`src/hw/rtl/keypad_code_lock_assert.svh`:
```
// Assertion macros shared by the keypad code lock RTL.
// Defining ASSERT_OFF compiles every check away to nothing.
`ifndef KEYPAD_CODE_LOCK_ASSERT_SVH
`define KEYPAD_CODE_LOCK_ASSERT_SVH

`ifndef ASSERT_OFF
// The consequent must hold in the same cycle as the antecedent.
`define KCL_ASSERT_SAME(label, clk, rst_n, ante, cons) \
	label: assert property (@(posedge clk) disable iff (!(rst_n)) (ante) |-> (cons)) \
		else $error("keypad code lock check failed");
// The consequent must hold in the cycle after the antecedent.
`define KCL_ASSERT_NEXT(label, clk, rst_n, ante, cons) \
	label: assert property (@(posedge clk) disable iff (!(rst_n)) (ante) |=> (cons)) \
		else $error("keypad code lock check failed");
`else
`define KCL_ASSERT_SAME(label, clk, rst_n, ante, cons)
`define KCL_ASSERT_NEXT(label, clk, rst_n, ante, cons)
`endif

`endif

```
`src/hw/rtl/kcl_pkg.sv`:
```
// Shared types, register indexes and constants of the keypad code lock.
// Used by kcl_engine and keypad_code_lock; depends on nothing else.
package kcl_pkg;

	// Default geometry of the secret code.
	localparam int unsigned CODE_LENGTH_DEF = 5;
	localparam int unsigned DIGIT_BITS_DEF  = 4;

	// Widths fixed by the interface.
	localparam int unsigned TIME_W    = 16;
	localparam int unsigned REG_IDX_W = 3;
	localparam int unsigned KEY_W     = 4;

	// Configuration register indexes.
	localparam logic [REG_IDX_W-1:0] REG_LOCK_ENABLE  = 3'd0;
	localparam logic [REG_IDX_W-1:0] REG_SECRET_CODE  = 3'd1;
	localparam logic [REG_IDX_W-1:0] REG_DEBOUNCE     = 3'd2;
	localparam logic [REG_IDX_W-1:0] REG_TIMEOUT      = 3'd3;
	localparam logic [REG_IDX_W-1:0] REG_LONG_BLINK   = 3'd4;
	localparam logic [REG_IDX_W-1:0] REG_SHORT_BLINK  = 3'd5;

	// Reset values of the timing registers.
	localparam logic [TIME_W-1:0] DEBOUNCE_RST    = 16'd5000;
	localparam logic [TIME_W-1:0] TIMEOUT_RST     = 16'd5000;
	localparam logic [TIME_W-1:0] LONG_BLINK_RST  = 16'd2000;
	localparam logic [TIME_W-1:0] SHORT_BLINK_RST = 16'd200;

	// LED toggle counts: two per blink.
	localparam logic [2:0] TOGGLES_CORRECT = 3'd2;
	localparam logic [2:0] TOGGLES_WRONG   = 3'd6;
	localparam logic [2:0] TOGGLES_TIMEOUT = 3'd4;

	// Outcome reported on the tick that decides an entry.
	typedef enum logic [1:0] {
		VERDICT_NONE    = 2'd0,
		VERDICT_CORRECT = 2'd1,
		VERDICT_WRONG   = 2'd2,
		VERDICT_TIMEOUT = 2'd3
	} verdict_t;

	// Timing and enable registers seen by the engine.
	typedef struct packed {
		logic              lock_enable;
		logic [TIME_W-1:0] debounce_ticks;
		logic [TIME_W-1:0] timeout_ticks;
		logic [TIME_W-1:0] long_blink_ticks;
		logic [TIME_W-1:0] short_blink_ticks;
	} cfg_t;

	// One result transaction.
	typedef struct packed {
		logic       led_level;
		logic       keys_enabled;
		logic [1:0] lock_state;
		logic [2:0] digits_entered;
		logic       key_taken;
		verdict_t   verdict;
	} res_t;

	// Reset code: every digit equal to one, first digit in the lowest bits.
	function automatic logic [63:0] secret_reset_val(input int unsigned len,
	                                                 input int unsigned bits);
		logic [63:0] v;
		v = '0;
		for (int unsigned i = 0; i < len; i++) begin
			v[i*bits] = 1'b1;
		end
		return v;
	endfunction

endpackage

```
`src/hw/rtl/kcl_engine.sv`:
```
// Lock state, digit store, timers and blink sequencer of the keypad code lock.
// Depends on kcl_pkg and the assertion macros in keypad_code_lock_assert.svh.
`include "keypad_code_lock_assert.svh"

module kcl_engine #(
	parameter int unsigned CODE_LENGTH = kcl_pkg::CODE_LENGTH_DEF,
	parameter int unsigned DIGIT_BITS  = kcl_pkg::DIGIT_BITS_DEF
) (
	input  logic                            clk,
	input  logic                            arst_n,
	input  logic                            step,
	input  logic                            cmd,
	input  logic [kcl_pkg::KEY_W-1:0]       key_digit,
	input  kcl_pkg::cfg_t                   cfg,
	input  logic [CODE_LENGTH*DIGIT_BITS-1:0] secret_code,
	output kcl_pkg::res_t                   res
);

	localparam int unsigned CNT_W = $clog2(CODE_LENGTH + 1);
	localparam int unsigned TW    = kcl_pkg::TIME_W;

	typedef enum logic [1:0] {
		PH_IDLE  = 2'd0,
		PH_WAIT  = 2'd1,
		PH_CHECK = 2'd2
	} phase_t;

	phase_t                phase_q, phase_n;
	logic [DIGIT_BITS-1:0] digits_q [CODE_LENGTH];
	logic [CNT_W-1:0]      count_q, count_n;
	logic [TW-1:0]         deb_q, deb_n;
	logic [TW-1:0]         idle_q, idle_n;
	logic                  keys_open_q, keys_open_n;
	logic [2:0]            tog_q, tog_n;
	logic [TW-1:0]         bw_q, bw_n;
	logic [TW-1:0]         period_q, period_n;
	logic                  led_q, led_n;
	logic                  store, clear, taken, match;
	kcl_pkg::verdict_t     verdict;
	logic [DIGIT_BITS-1:0] digit_w;

	// Key value cut or widened to the digit width.
	assign digit_w = DIGIT_BITS'({8'd0, key_digit});

	// Compare all stored digits with the secret code at once.
	always_comb begin
		match = 1'b1;
		for (int unsigned i = 0; i < CODE_LENGTH; i++) begin
			if (digits_q[i] != secret_code[i*DIGIT_BITS +: DIGIT_BITS]) begin
				match = 1'b0;
			end
		end
	end

	// Next state for one transaction.
	always_comb begin
		phase_n     = phase_q;
		count_n     = count_q;
		deb_n       = deb_q;
		idle_n      = idle_q;
		keys_open_n = keys_open_q;
		tog_n       = tog_q;
		bw_n        = bw_q;
		period_n    = period_q;
		led_n       = led_q;
		store       = 1'b0;
		clear       = 1'b0;
		taken       = 1'b0;
		verdict     = kcl_pkg::VERDICT_NONE;
		if (cfg.lock_enable) begin
			if (cmd) begin
				// A key counts only with the keypad open and no debounce pending.
				if (deb_q == '0 && keys_open_q) begin
					taken       = 1'b1;
					keys_open_n = 1'b0;
					deb_n       = (cfg.debounce_ticks != '0) ? cfg.debounce_ticks : TW'(1);
					idle_n      = '0;
					if (count_q < CNT_W'(CODE_LENGTH)) begin
						store   = 1'b1;
						count_n = count_q + CNT_W'(1);
					end
				end
			end else begin
				case (phase_q)
					PH_IDLE: begin
						if (tog_q != '0) begin
							if (bw_q != '0) begin
								bw_n = bw_q - TW'(1);
							end else begin
								led_n = ~led_q;
								tog_n = tog_q - 3'd1;
								bw_n  = period_q;
							end
						end else begin
							// Blinking done: start a fresh entry.
							phase_n     = PH_WAIT;
							count_n     = '0;
							deb_n       = '0;
							idle_n      = '0;
							bw_n        = '0;
							period_n    = '0;
							clear       = 1'b1;
							keys_open_n = 1'b1;
						end
					end
					PH_WAIT: begin
						if (deb_q > TW'(1)) begin
							deb_n = deb_q - TW'(1);
						end else if (deb_q == TW'(1)) begin
							deb_n       = '0;
							keys_open_n = 1'b1;
						end else if (idle_q >= cfg.timeout_ticks) begin
							period_n = cfg.short_blink_ticks;
							tog_n    = kcl_pkg::TOGGLES_TIMEOUT;
							phase_n  = PH_IDLE;
							verdict  = kcl_pkg::VERDICT_TIMEOUT;
						end else if (count_q >= CNT_W'(CODE_LENGTH)) begin
							phase_n = PH_CHECK;
						end
						// The inactivity counter saturates.
						if (idle_q != '1) begin
							idle_n = idle_q + TW'(1);
						end
					end
					PH_CHECK: begin
						if (match) begin
							period_n = cfg.long_blink_ticks;
							tog_n    = kcl_pkg::TOGGLES_CORRECT;
							verdict  = kcl_pkg::VERDICT_CORRECT;
						end else begin
							period_n = cfg.short_blink_ticks;
							tog_n    = kcl_pkg::TOGGLES_WRONG;
							verdict  = kcl_pkg::VERDICT_WRONG;
						end
						phase_n = PH_IDLE;
					end
					default: begin
						phase_n = PH_IDLE;
					end
				endcase
			end
		end
	end

	// Result fields show the state after this transaction.
	always_comb begin
		res.led_level      = led_n;
		res.keys_enabled   = keys_open_n;
		res.lock_state     = phase_n;
		res.digits_entered = 3'(count_n);
		res.key_taken      = taken;
		res.verdict        = verdict;
	end

	// State registers, updated once per transaction.
	always_ff @(posedge clk or negedge arst_n) begin
		if (!arst_n) begin
			phase_q     <= PH_IDLE;
			count_q     <= '0;
			deb_q       <= '0;
			idle_q      <= '0;
			keys_open_q <= 1'b1;
			tog_q       <= '0;
			bw_q        <= '0;
			period_q    <= '0;
			led_q       <= 1'b0;
			for (int unsigned i = 0; i < CODE_LENGTH; i++) begin
				digits_q[i] <= '0;
			end
		end else if (step) begin
			phase_q     <= phase_n;
			count_q     <= count_n;
			deb_q       <= deb_n;
			idle_q      <= idle_n;
			keys_open_q <= keys_open_n;
			tog_q       <= tog_n;
			bw_q        <= bw_n;
			period_q    <= period_n;
			led_q       <= led_n;
			for (int unsigned i = 0; i < CODE_LENGTH; i++) begin
				if (clear) begin
					digits_q[i] <= '0;
				end else if (store && count_q == CNT_W'(i)) begin
					digits_q[i] <= digit_w;
				end
			end
		end
	end

	// An accepted key closes the keypad and arms the debounce.
	`KCL_ASSERT_NEXT(a_key_closes, clk, arst_n, step && taken, !keys_open_q && deb_q != '0)
	// A decided entry always leaves blinks to play.
	`KCL_ASSERT_NEXT(a_verdict_blinks, clk, arst_n, step && verdict != kcl_pkg::VERDICT_NONE,
		phase_q == PH_IDLE && tog_q != '0)
	// Checking is reached only with a full digit store.
	`KCL_ASSERT_SAME(a_check_full, clk, arst_n, phase_q == PH_CHECK,
		count_q == CNT_W'(CODE_LENGTH))

endmodule

```
`src/hw/rtl/keypad_code_lock.sv`:
```
// Keypad code lock top level: handshakes, configuration registers, engine.
// An accepted input transaction is registered in the input stage, then its result in the result stage.
// Throughput: one item per cycle while results are taken, set by the engine updating its state once per item.
// Input and result registers let a new item in while a result waits to be taken.
// Reset clears the lock to its blink phase with keys open and loads register defaults.
// Depends on kcl_pkg, kcl_engine and keypad_code_lock_assert.svh.
`include "keypad_code_lock_assert.svh"

module keypad_code_lock #(
	parameter int unsigned CODE_LENGTH = kcl_pkg::CODE_LENGTH_DEF,
	parameter int unsigned DIGIT_BITS  = kcl_pkg::DIGIT_BITS_DEF,
	parameter int unsigned CFG_W = (CODE_LENGTH * DIGIT_BITS > kcl_pkg::TIME_W) ?
		CODE_LENGTH * DIGIT_BITS : kcl_pkg::TIME_W
) (
	input  logic                          clk,
	input  logic                          arst_n,
	input  logic                          cfg_wr_en,
	input  logic [kcl_pkg::REG_IDX_W-1:0] cfg_index,
	input  logic [CFG_W-1:0]              cfg_wdata,
	input  logic                          in_valid,
	output logic                          in_ready,
	input  logic                          cmd,
	input  logic [kcl_pkg::KEY_W-1:0]     key_digit,
	output logic                          out_valid,
	input  logic                          out_ready,
	output logic                          led_level,
	output logic                          keys_enabled,
	output logic [1:0]                    lock_state,
	output logic [2:0]                    digits_entered,
	output logic                          key_taken,
	output logic [1:0]                    verdict
);

	localparam int unsigned CODE_W = CODE_LENGTH * DIGIT_BITS;
	localparam int unsigned TW     = kcl_pkg::TIME_W;

	kcl_pkg::cfg_t             cfg_q;
	logic [CODE_W-1:0]         secret_q;
	logic                      valid_s1;
	logic                      cmd_s1;
	logic [kcl_pkg::KEY_W-1:0] key_s1;
	logic                      valid_s2;
	kcl_pkg::res_t             res_s2;
	kcl_pkg::res_t             res_next;
	logic                      s2_free, advance;

	// Configuration registers.
	always_ff @(posedge clk or negedge arst_n) begin
		if (!arst_n) begin
			cfg_q.lock_enable       <= 1'b0;
			cfg_q.debounce_ticks    <= kcl_pkg::DEBOUNCE_RST;
			cfg_q.timeout_ticks     <= kcl_pkg::TIMEOUT_RST;
			cfg_q.long_blink_ticks  <= kcl_pkg::LONG_BLINK_RST;
			cfg_q.short_blink_ticks <= kcl_pkg::SHORT_BLINK_RST;
			secret_q <= CODE_W'(kcl_pkg::secret_reset_val(CODE_LENGTH, DIGIT_BITS));
		end else if (cfg_wr_en) begin
			case (cfg_index)
				kcl_pkg::REG_LOCK_ENABLE: cfg_q.lock_enable       <= cfg_wdata[0];
				kcl_pkg::REG_SECRET_CODE: secret_q                <= cfg_wdata[CODE_W-1:0];
				kcl_pkg::REG_DEBOUNCE:    cfg_q.debounce_ticks    <= cfg_wdata[TW-1:0];
				kcl_pkg::REG_TIMEOUT:     cfg_q.timeout_ticks     <= cfg_wdata[TW-1:0];
				kcl_pkg::REG_LONG_BLINK:  cfg_q.long_blink_ticks  <= cfg_wdata[TW-1:0];
				kcl_pkg::REG_SHORT_BLINK: cfg_q.short_blink_ticks <= cfg_wdata[TW-1:0];
				default: ;
			endcase
		end
	end

	// Flow control between the input stage and the result stage.
	assign s2_free  = !valid_s2 || out_ready;
	assign advance  = valid_s1 && s2_free;
	assign in_ready = !valid_s1 || s2_free;

	// Input stage.
	always_ff @(posedge clk or negedge arst_n) begin
		if (!arst_n) begin
			valid_s1 <= 1'b0;
		end else if (in_valid && in_ready) begin
			valid_s1 <= 1'b1;
		end else if (advance) begin
			valid_s1 <= 1'b0;
		end
	end

	always_ff @(posedge clk) begin
		if (in_valid && in_ready) begin
			cmd_s1 <= cmd;
			key_s1 <= key_digit;
		end
	end

	kcl_engine #(
		.CODE_LENGTH (CODE_LENGTH),
		.DIGIT_BITS  (DIGIT_BITS)
	) u_engine (
		.clk         (clk),
		.arst_n      (arst_n),
		.step        (advance),
		.cmd         (cmd_s1),
		.key_digit   (key_s1),
		.cfg         (cfg_q),
		.secret_code (secret_q),
		.res         (res_next)
	);

	// Result stage.
	always_ff @(posedge clk or negedge arst_n) begin
		if (!arst_n) begin
			valid_s2 <= 1'b0;
		end else if (advance) begin
			valid_s2 <= 1'b1;
		end else if (out_ready) begin
			valid_s2 <= 1'b0;
		end
	end

	always_ff @(posedge clk) begin
		if (advance) begin
			res_s2 <= res_next;
		end
	end

	assign out_valid      = valid_s2;
	assign led_level      = res_s2.led_level;
	assign keys_enabled   = res_s2.keys_enabled;
	assign lock_state     = res_s2.lock_state;
	assign digits_entered = res_s2.digits_entered;
	assign key_taken      = res_s2.key_taken;
	assign verdict        = res_s2.verdict;

	// Input is refused only when both stages are full and the result is stalled.
	`KCL_ASSERT_SAME(a_ready_stall, clk, arst_n, !in_ready,
		valid_s1 && valid_s2 && !out_ready)
	// An item leaving the input stage always lands in the result stage.
	`KCL_ASSERT_NEXT(a_advance_lands, clk, arst_n, advance, valid_s2)
	// A result that is not taken is never dropped.
	`KCL_ASSERT_NEXT(a_result_held, clk, arst_n, valid_s2 && !out_ready, valid_s2)

endmodule

```
`config.mk`:
```
export PLATFORM = sky130hd
export DESIGN_NAME = keypad_code_lock
export DESIGN_NICKNAME = d
export VERILOG_FILES = /design/src/hw/rtl/kcl_pkg.sv /design/src/hw/rtl/kcl_engine.sv /design/src/hw/rtl/keypad_code_lock.sv
export VERILOG_INCLUDE_DIRS = /design/src /design/src/hw/rtl
export SDC_FILE = /design/constraint.sdc
export NUM_CORES = 1
export LEC_CHECK = 0
export BUFFER_PORTS_ARGS = -buffer_cell sky130_fd_sc_hd__buf_2
export CAP_MARGIN = 25
export CORE_UTILIZATION = 35
export DETAILED_ROUTE_END_ITERATION = 10
export PLACE_DENSITY = 0.5
export SYNTH_ARGS = -nofsm -noshare
export SYNTH_HDL_FRONTEND = slang
export SYNTH_HIERARCHICAL = 1
export SYNTH_SLANG_ARGS = --single-unit
```
`constraint.sdc`:
```
create_clock -name clk -period 4.5 [get_ports clk]
set_input_delay 0.225 -clock clk [delete_from_list [all_inputs] [get_ports clk]]
set_output_delay 0.225 -clock clk [all_outputs]
set_load 0.01 [all_outputs]
```
==> metrics.txt <==
status=finished clean; Syn Std Cell Area=slightly above 10000 um2; CP arrival=3850 ps; ys flop type=dfrtp_1; first-pass GRT wire length=43.26 mm; Final setup viols=0; Worst Hold Endpoint=out_valid$_DFFE_PN0P_; Initial Util=0.3558; crit-path max FO=6; initial antenna violation count=0; worst hold start=out_ready; fmax=roughly 0.29 GHz; EDFF count, synth=15; nets=about 1100; Max clock buf depth=2; DR vias=about 7500; clock root buffer=clkbuf_16; aggregate global routing overflow=0; Cells after Synth=roughly 950; VDD IR max=roughly 290 uV; FF+latch count, synth=approximately 200; Hold Crit Depth=3; Final period util=0.7787; residual DRC count=0; drt pass-1 iters=5; port buffer count=44; clock tree from TritonCTS=yes; Crit-path slowest cell=or4b_2; DRT iter0 DRCs=545; pin count of the biggest net entering global routing=between 90 and 100; post-synthesis adder-cell area fraction=0.03921; Tightest Hold Check Type=input port to flop; Relative slew margins=0.2994; Post-CTS Setup Inserts=0; placed cell count=1337; Synth async-reset ratio=0.9235; unrepaired setup endpoints after global routing=false; Slowest Stage Delay on Critical Path=690 ps; max-cap viol count=0; cts repair resizes=0; DRT Wirelength=about 27 mm; Cell Chain, Critical Path=inv_1 > ha_1 > or4b_2 > nor2_1 > nand3_1 > nor3b_1 > o21ai_0 > a32o_1; Final ANT Viol Nets=0; Setup Crit Path Kind=flop to flop; Worst-path clk slew=roughly 80 ps; routed vias/inst=roughly 5.4; worst skew pair latency=around 450 ps; worst clock skew=between 15 and 20 ps; Post-Syn Nets=a little over 1000; RR Startpoint=u_engine/deb_q[0]$_DFFE_PN0P_; Global Route Usage Sum=0.1879; largest family of logic cells by synthesized area=simple AND/OR/NAND/NOR gates; final core utilization=0.4022; Die W=between 150 and 200 um; vias in the first global route=~7400; Synth cell types=71; setup TNS=0 ps; Pwr per Cell Area=about 530 nW/um2; Simple-Gate Fraction of Synth Area=0.1513; Final Max Tran Viols=0; area grow syn2layout=13.05%; Placed Area=~11000 um2; I/O pin cnt=45; clk sinks=roughly 200; share of layout cells above drive strength 1=0.2244; worst path required time=just under 5000 ps; Post-Layout Cell Count=around 1400; R2R setup slack=~1000 ps; Die ar.=approximately 30000 um2; std cell rows=62; XOR/XNOR Fraction of Synth Area=0.02573; yosys warns=6; Tmin final=approximately 3500 ps; sequential share of the synthesized area=0.4907; core area=about 29000 um2; CTS Buf Count=17; endpoints failing hold=0; Die Y=between 150 and 200 um; Worst setup SP type=flop; htree depth=4; ant diodes=0; design area=11540 um2; synthesized area per cell=around 11 um2; mux contribution to synthesized area=0.1090; number of cells on the worst reg-to-reg path=8; worst slew pin tran=slightly above 1000 ps; complex-gate fraction of the synthesized area=0.1451; FF-to-FF End=u_engine/digits_q[15]$_DFFE_PN0P_; Worst Setup End Kind=flop; DPL Wire Length=between 15 and 20 mm; Leakage=between 4 and 5 nW; drt wl/cell=~20 um; GPL Wtd Cong=roughly 0.80
[flip-flops by register name, indices dropped and copies added (netlist names), 3 cells and up]
name               flops
cfg_q                 65
secret_q              20
u_engine/digits_q     20
u_engine/bw_q         16
u_engine/deb_q        16
u_engine/idle_q       16
u_engine/period_q     16
key_s1                 4
digits_entered         3
u_engine/count_q       3
u_engine/tog_q         3
[critical path, delay by kind of cell (launching register included)]
family	cells	cell delay [ps]
fa+ha+maj	1	250
buf+inv	1	100
compound gates	2	570
flops	1	440
simple gates	4	2020
[cell families (layout without fill, tap and decap cells)]
kind of cell / after synthesis / count (layout)
flip-flops: 196 / 196
AO/OA/AOI/OAI: 219 / 219
buffers and inverters: 85 / 135
adder cells (fa/ha/maj): 32 / 32
XOR/XNOR: 30 / 30
AND/OR/NAND/NOR: 294 / 294
multiplexers: 92 / 92
[placed cells by master, fill, tap and decap left out, drive strengths merged, types with 4 or more instances in the layout]
master	synthesis	layout
a21oi	46	46
a31oi	8	8
a32o	18	18
and2	6	6
and3	6	6
buf	18	58
clkbuf	34	19
clkinv	0	8
dfrtp	156	156
dfstp	25	25
dlygate4sd3	0	11
edfxtp	15	15
ha	32	32
inv	33	39
mux2	91	91
nand2	69	69
nand2b	9	9
nand3	17	17
nand3b	4	4
nand4	28	28
nor2	67	67
nor2b	8	8
nor3	23	23
nor3b	5	5
nor4	21	21
nor4b	4	4
o211a	15	15
o21ai	76	76
o2bb2ai	19	19
o31ai	6	6
or2	4	4
or3	5	5
or4	5	5
xnor2	8	8
xor2	22	22
[report_power, final]
| group | switching (mW) | internal [mW] | leakage (nW) |
|---|---|---|---|
| clock | 0.798 | 0.773 | 0.299 |
| combinational | 1.18 | 0.832 | 2.18 |
| sequential | 0.338 | 2.20 | 2.42 |
| total | 2.31 | 3.81 | 4.90 |
[synthesized netlist by cell type (5+ instances only)]
library cell | n | area, um2
buf_2 | 7 | 35.03
ha_1 | 32 | 400.4
mux2_4 | 21 | 315.3
o211a_1 | 15 | 150.1
o2bb2ai_1 | 19 | 166.4
nor3_1 | 23 | 115.1
or3_1 | 5 | 31.28
a31oi_1 | 8 | 50.05
buf_6 | 5 | 56.30
a21oi_1 | 46 | 230.2
xnor2_1 | 8 | 70.07
nand2b_1 | 9 | 56.30
nand2_1 | 68 | 255.2
nor2b_1 | 8 | 50.05
a32o_1 | 18 | 180.2
and3_1 | 6 | 37.54
and2_1 | 6 | 37.54
mux2_2 | 70 | 788.3
nor3b_1 | 5 | 37.54
dfstp_2 | 25 | 656.9
dfrtp_1 | 156 | 3904
inv_1 | 33 | 123.9
xor2_1 | 22 | 192.7
nor4_1 | 21 | 131.4
nor2_1 | 67 | 251.5
nand3_1 | 17 | 85.08
clkbuf_1 | 33 | 123.9
nand4_1 | 27 | 168.9
o21ai_0 | 75 | 375.4
edfxtp_1 | 15 | 450.4
o31ai_1 | 6 | 45.04
[routing by layer]
layer,vias up,GRT usage,share of wire
li1,3564,-,-
met1,3786,0.2733,0.50
met2,152,0.2910,0.46
met3,7,0.03166,0.031
met4,0,0.04388,0.0076
met5,-,0,0
[what timing repair did]
| action | 4_1_cts | 5_1_grt |
|---|---|---|
| hold buffers | 11 | 0 |
| setup endpoints to repair | 0 | 0 |
| hold endpoints to repair | 92 | 0 |
[worst max path at each step]
stage / from / endpoint / cells past startpoint
after floorplan: u_engine/deb_q[12]$_DFFE_PN0P_ / u_engine/tog_q[0]$_DFFE_PN0P_ / 9
after global placement: u_engine/deb_q[0]$_DFFE_PN0P_ / u_engine/digits_q[12]$_DFFE_PN0P_ / 8
after detailed placement: u_engine/deb_q[0]$_DFFE_PN0P_ / u_engine/digits_q[15]$_DFFE_PN0P_ / 8
after CTS: u_engine/deb_q[0]$_DFFE_PN0P_ / u_engine/digits_q[15]$_DFFE_PN0P_ / 8
after global routing: u_engine/deb_q[0]$_DFFE_PN0P_ / u_engine/digits_q[12]$_DFFE_PN0P_ / 8
final: u_engine/deb_q[0]$_DFFE_PN0P_ / u_engine/digits_q[15]$_DFFE_PN0P_ / 8
[metrics by stage]
step	hold WS [ps]	setup slack, ps	power, mW
finish	65.47	995.7	6.122
global route	96.60	704.8	6.554
CTS	42.56	1063	6.163
detailed placement	382.2	1066	4.559
global placement	391.0	1149	4.535
floorplan	-70.59	1504	3.996
[area by class of cell]
type	instances	area, um2
fill	2802	17160
sequential	196	5011
multi-input combinational	667	4826
timing repair buffer	70	484.2
tap	384	480.5
clock buffer	18	439.2
clock inverter	14	180.2
inverter	33	123.9
Power figures use the tool's default switching activity.
